<file path="config.mk">
export PLATFORM = sky130hd
export DESIGN_NAME = res_ctrl
export DESIGN_NICKNAME = d
export VERILOG_FILES = /design/src/rtl/rolling_error_statistics_settle_macros.svh /design/src/rtl/res_pkg.sv /design/src/rtl/res_ctrl.sv
export SDC_FILE = /design/constraint.sdc
export NUM_CORES = 1
export LEC_CHECK = 0
export BUFFER_PORTS_ARGS = -buffer_cell sky130_fd_sc_hd__buf_2
export CORE_AREA = 2 2 39 41
export CTS_BUF_LIST = sky130_fd_sc_hd__clkbuf_2
export DETAILED_ROUTE_END_ITERATION = 10
export DIE_AREA = 0 0 41 43
export GPL_TIMING_DRIVEN = 0
export HOLD_SLACK_MARGIN = 0.05
export SKIP_CTS_REPAIR_TIMING = 1
export SYNTH_ARGS = -nofsm -noshare
export SYNTH_HDL_FRONTEND = slang
export SYNTH_SLANG_ARGS = --single-unit
</file>
<file path="constraint.sdc">
create_clock -name aclk -period 2.1 [get_ports aclk]
set_input_delay 0.42 -clock aclk [delete_from_list [all_inputs] [get_ports aclk]]
set_output_delay 0.42 -clock aclk [all_outputs]
set_load 0.05 [all_outputs]
</file>
<file path="src/rtl/rolling_error_statistics_settle_macros.svh">
// Assertion macros used by the top RTL file of the error statistics block.
`ifndef ROLLING_ERROR_STATISTICS_SETTLE_MACROS_SVH
`define ROLLING_ERROR_STATISTICS_SETTLE_MACROS_SVH
`ifndef SYNTHESIS
`define RES_ASSERT_IMP(label, clk, rstn, ante, cons) \
    label: assert property (@(posedge clk) disable iff (!rstn) (ante) |-> (cons)) \
        else $error("same-cycle implication violated");
`define RES_ASSERT_NXT(label, clk, rstn, ante, cons) \
    label: assert property (@(posedge clk) disable iff (!rstn) (ante) |=> (cons)) \
        else $error("next-cycle implication violated");
`else
`define RES_ASSERT_IMP(label, clk, rstn, ante, cons)
`define RES_ASSERT_NXT(label, clk, rstn, ante, cons)
`endif
`endif

</file>
<file path="src/rtl/res_pkg.sv">
package res_pkg;

    localparam int RES_WINDOW_DEPTH = 512;

    localparam int ERR_W      = 20;
    localparam int SQ_W       = 39;
    localparam int EMA_W      = 40;
    localparam int VAR_W      = 38;
    localparam int QUOT_W     = 39;
    localparam int MUL_W      = 64;
    localparam int TDATA_IN_W = 64;
    localparam int TDATA_OUT_W = 88;
    localparam int CFG_IDX_W  = 2;
    localparam int CFG_DATA_W = 38;

    localparam logic [1:0] REG_ERR_LIMIT  = 2'd0;
    localparam logic [1:0] REG_VAR_LIMIT  = 2'd1;
    localparam logic [1:0] REG_TICK_COUNT = 2'd2;
    localparam logic [1:0] REG_EMA_WEIGHT = 2'd3;

    localparam logic [18:0] RST_ERR_LIMIT  = 19'd5702;
    localparam logic [37:0] RST_VAR_LIMIT  = 38'd12884902;
    localparam logic [15:0] RST_TICK_COUNT = 16'd200;
    localparam logic [15:0] RST_EMA_WEIGHT = 16'd328;

    typedef enum logic [3:0] {
        OP_IDLE,
        OP_LOAD,
        OP_SQUARE,
        OP_WINDOW,
        OP_MUL_STEP,
        OP_EMA_APPLY,
        OP_STATS,
        OP_DIV_START,
        OP_DIV_STEP,
        OP_FINISH
    } dp_op_t;

    typedef struct packed {
        dp_op_t op;
    } dp_cmd_t;

    typedef struct packed {
        logic seeded;
        logic mul_done;
        logic div_done;
    } dp_status_t;

endpackage

</file>
<file path="src/rtl/res_ctrl.sv">
module res_ctrl
    import res_pkg::*;
(
    input  logic       aclk,
    input  logic       aresetn,
    input  logic       s_tvalid,
    output logic       s_tready,
    output logic       m_tvalid,
    input  logic       m_tready,
    input  dp_status_t status,
    output dp_cmd_t    cmd
);

    typedef enum logic [3:0] {
        ST_IDLE,
        ST_SQUARE,
        ST_WINDOW,
        ST_EMA_RUN,
        ST_STATS,
        ST_NUM_RUN,
        ST_DIV_RUN,
        ST_FINISH
    } state_t;

    state_t state_reg, state_next;
    logic   m_valid_reg, m_valid_next;

    always_comb begin
        state_next   = state_reg;
        cmd.op       = OP_IDLE;
        m_valid_next = m_valid_reg && !m_tready;
        unique case (state_reg)
            ST_IDLE: begin
                if (s_tvalid) begin
                    cmd.op     = OP_LOAD;
                    state_next = ST_SQUARE;
                end
            end
            ST_SQUARE: begin
                cmd.op     = OP_SQUARE;
                state_next = ST_WINDOW;
            end
            ST_WINDOW: begin
                cmd.op     = OP_WINDOW;
                state_next = status.seeded ? ST_EMA_RUN : ST_STATS;
            end
            ST_EMA_RUN: begin
                if (status.mul_done) begin
                    cmd.op     = OP_EMA_APPLY;
                    state_next = ST_STATS;
                end else begin
                    cmd.op = OP_MUL_STEP;
                end
            end
            ST_STATS: begin
                cmd.op     = OP_STATS;
                state_next = ST_NUM_RUN;
            end
            ST_NUM_RUN: begin
                if (status.mul_done) begin
                    cmd.op     = OP_DIV_START;
                    state_next = ST_DIV_RUN;
                end else begin
                    cmd.op = OP_MUL_STEP;
                end
            end
            ST_DIV_RUN: begin
                if (status.div_done) begin
                    state_next = ST_FINISH;
                end else begin
                    cmd.op = OP_DIV_STEP;
                end
            end
            ST_FINISH: begin
                if (!m_valid_reg || m_tready) begin
                    cmd.op       = OP_FINISH;
                    m_valid_next = 1'b1;
                    state_next   = ST_IDLE;
                end
            end
            default: begin
                state_next = ST_IDLE;
            end
        endcase
    end

    always_ff @(posedge aclk) begin
        if (!aresetn) begin
            state_reg   <= ST_IDLE;
            m_valid_reg <= 1'b0;
        end else begin
            state_reg   <= state_next;
            m_valid_reg <= m_valid_next;
        end
    end

    assign s_tready = (state_reg == ST_IDLE);
    assign m_tvalid = m_valid_reg;

endmodule

</file>
==> run metrics <==
# diodes=0; critical path peak fanout=10; Starting Density=24.0%; Finished Layout Cells=75; status=finished, final reports clean; count leader, synth=nor2_1; placed cell count=73; Die Height=43 µm; GRT Overall Usage=10.3%; Power per Cell Area=971 nW/µm²; top-area cell type share of the netlist area=24.2%; Cell Chain, Critical Path=clkbuf_1 > nor3_2 > a311oi_2 > clkbuf_4; worst skew pair latency=0.20 ns; I/O Buffers=12; Synth cell types=25; Slew headroom=70.9%; Core Region=1380 µm²; DRC=0; Layout Skew=0.00108 ns; WS Path Type=flop to primary output; Mean Syn Cell Area=7.37 µm²; hold_ws=0.488 ns; clock tree buffer depth=2; fin crit share=92.5%; DIE WIDTH=41 µm; initial drt markers=4; Yosys warnings=0; grt total ovfl=0; ys flop type=dfxtp_1; vias per inst=4.95; ANT nets after route=0; fmax=0.515 GHz; Worst EP required=1.68 ns; Storage cell area=80.1 µm²; largest net degree at the start of global routing=11; min-delay worst type=input port to flop; Synth area leader=dfxtp_1; Vias=371; Routed WL=781 µm; H-tree depth=1; # rows=14; Startpoint Class=flop; sequential area share after synthesis=24.2%; Final setup viols=0; max cap viols=0; final hold violations=0; Slew @ Worst Pin=0.437 ns; min Tclk post-route=1.94 ns; synth top area cells=dfxtp_1 (24%), nor4bb_1 (9.1%), nand2b_1 (5.7%), nor2_1 (5.7%), a21oi_1 (4.5%); crit path max-delay cell type=dfxtp_1; ys async rst share=0%; footprint of the multi-input gates=239 µm²; I/O pin count=13; HPWL Detailed=590 µm; initial antenna violation count=0; Cells after Synth=45; first-pass GRT wire length=1210 µm; Seq cells post-synth=4; Die ar.=1760 µm²; TritonCTS clock tree=yes; WP data arrival=1.52 ns; Final #Nets=68; CP Capture Type=primary output; max reg flops=3; fraction of layout cells with a size suffix above 1=33.9%; Peak supply drop=0.000267 V; CP max stage delay=0.39 ns; RSZ-0062 raised after global routing=false; clock root cell=clkbuf_2; TritonCTS Buffers=3; routability cong.=0.705; Area Growth Syn to Fin=32.1%; Syn Nets=52; clock sinks=4; FILL cells=163; commonest cells in the netlist=nor2_1 (5), dfxtp_1 (4); drt first pass iters=4; Slew Viols, Final=0; setup TNS=0 ns; Pleak=0.000181 µW; Clock Pin Slew Worst Setup and Hold Paths=0.04 ns; Post-synth EDFFs=0; WL per Instance=10.4 µm; Post-Syn Area=332 µm²; number of global-route vias before repair=295
final cells by class:
type	instances	area share (%)
inverters	2	1.71
clock buffers	3	3.43
repair buffers	12	14.3
flip-flops and latches	4	18.3
multi-input cells	35	54.6
well taps	16	4.57
plain buffers	3	3.14
critical path, delay by kind of cell, from the launching register on:
| family | cells | cell delay [ns] |
|---|---|---|
| and+or+nand+nor | 1 | 0.10 |
| AOI/OAI and AO/OA | 1 | 0.19 |
| DFF | 1 | 0.39 |
| buffers and inverters | 2 | 0.65 |
layer usage:
metal	wire length [µm]	vias to the layer above	share of wire, %	GRT usage, %
li1	-	196	-	-
met1	379	158	49	13.8
met2	334	15	43	14.1
met3	52	2	6.7	1.57
met4	14	0	1.8	8.00
met5	0	-	0	0
through the flow:
stage	area (µm²)	util (%)	total power (µW)	worst slack (ns)
after floorplan	343	-	306	-0.0422
after global placement	423	30.6	354	0.294
after detailed placement	423	30.6	356	0.284
after CTS	438	31.6	427	0.0550
after global routing	438	31.6	455	0.0504
final	438	31.6	425	0.158
power by group:
group	switching, µW	leakage [µW]	internal [µW]
clock	29.0	0.0000125	38.4
combinational	176	0.000136	83.1
sequential	10.6	0.0000329	87.7
path summary, 6_finish.rpt:
check	start	end	slack, ns	depth (start not counted)
setup / recovery	state_reg[2]	cmd[1]	0.16	4
hold / removal	aresetn	state_reg[0]	0.49	2
setup reg to reg	state_reg[0]	state_reg[0]	0.40	4
hold reg to reg	state_reg[2]	m_tvalid	0.64	2
kinds of logic after synthesis:
family	after synthesis	share of synthesized area, %
AND/OR/NAND/NOR	21	37.4
AO/OA/AOI/OAI	13	28.3
buffers and inverters	6	7.17
flip-flops	4	24.2
multiplexers	1	3.02
placed cells by master, fill, tap and decap left out:
master     n
or4_1      1
nand2b_1   3
o21a_1     1
nor2_1     5
nand3_1    2
dfxtp_1    4
nor4bb_1   3
clkbuf_2   4
nand2_1    2
o22ai_1    1
clkbuf_4   1
a21boi_0   2
nor3_2     1
inv_1      2
o221ai_1   1
o21ai_1    1
mux2i_1    1
a21oi_1    3
a311oi_2   1
nor3b_1    1
nor2b_1    2
clkbuf_1   1
buf_2     12
a31oi_1    1
o221a_2    1
o311a_1    1
nor4_1     1
(Power assumes the default switching activity.)
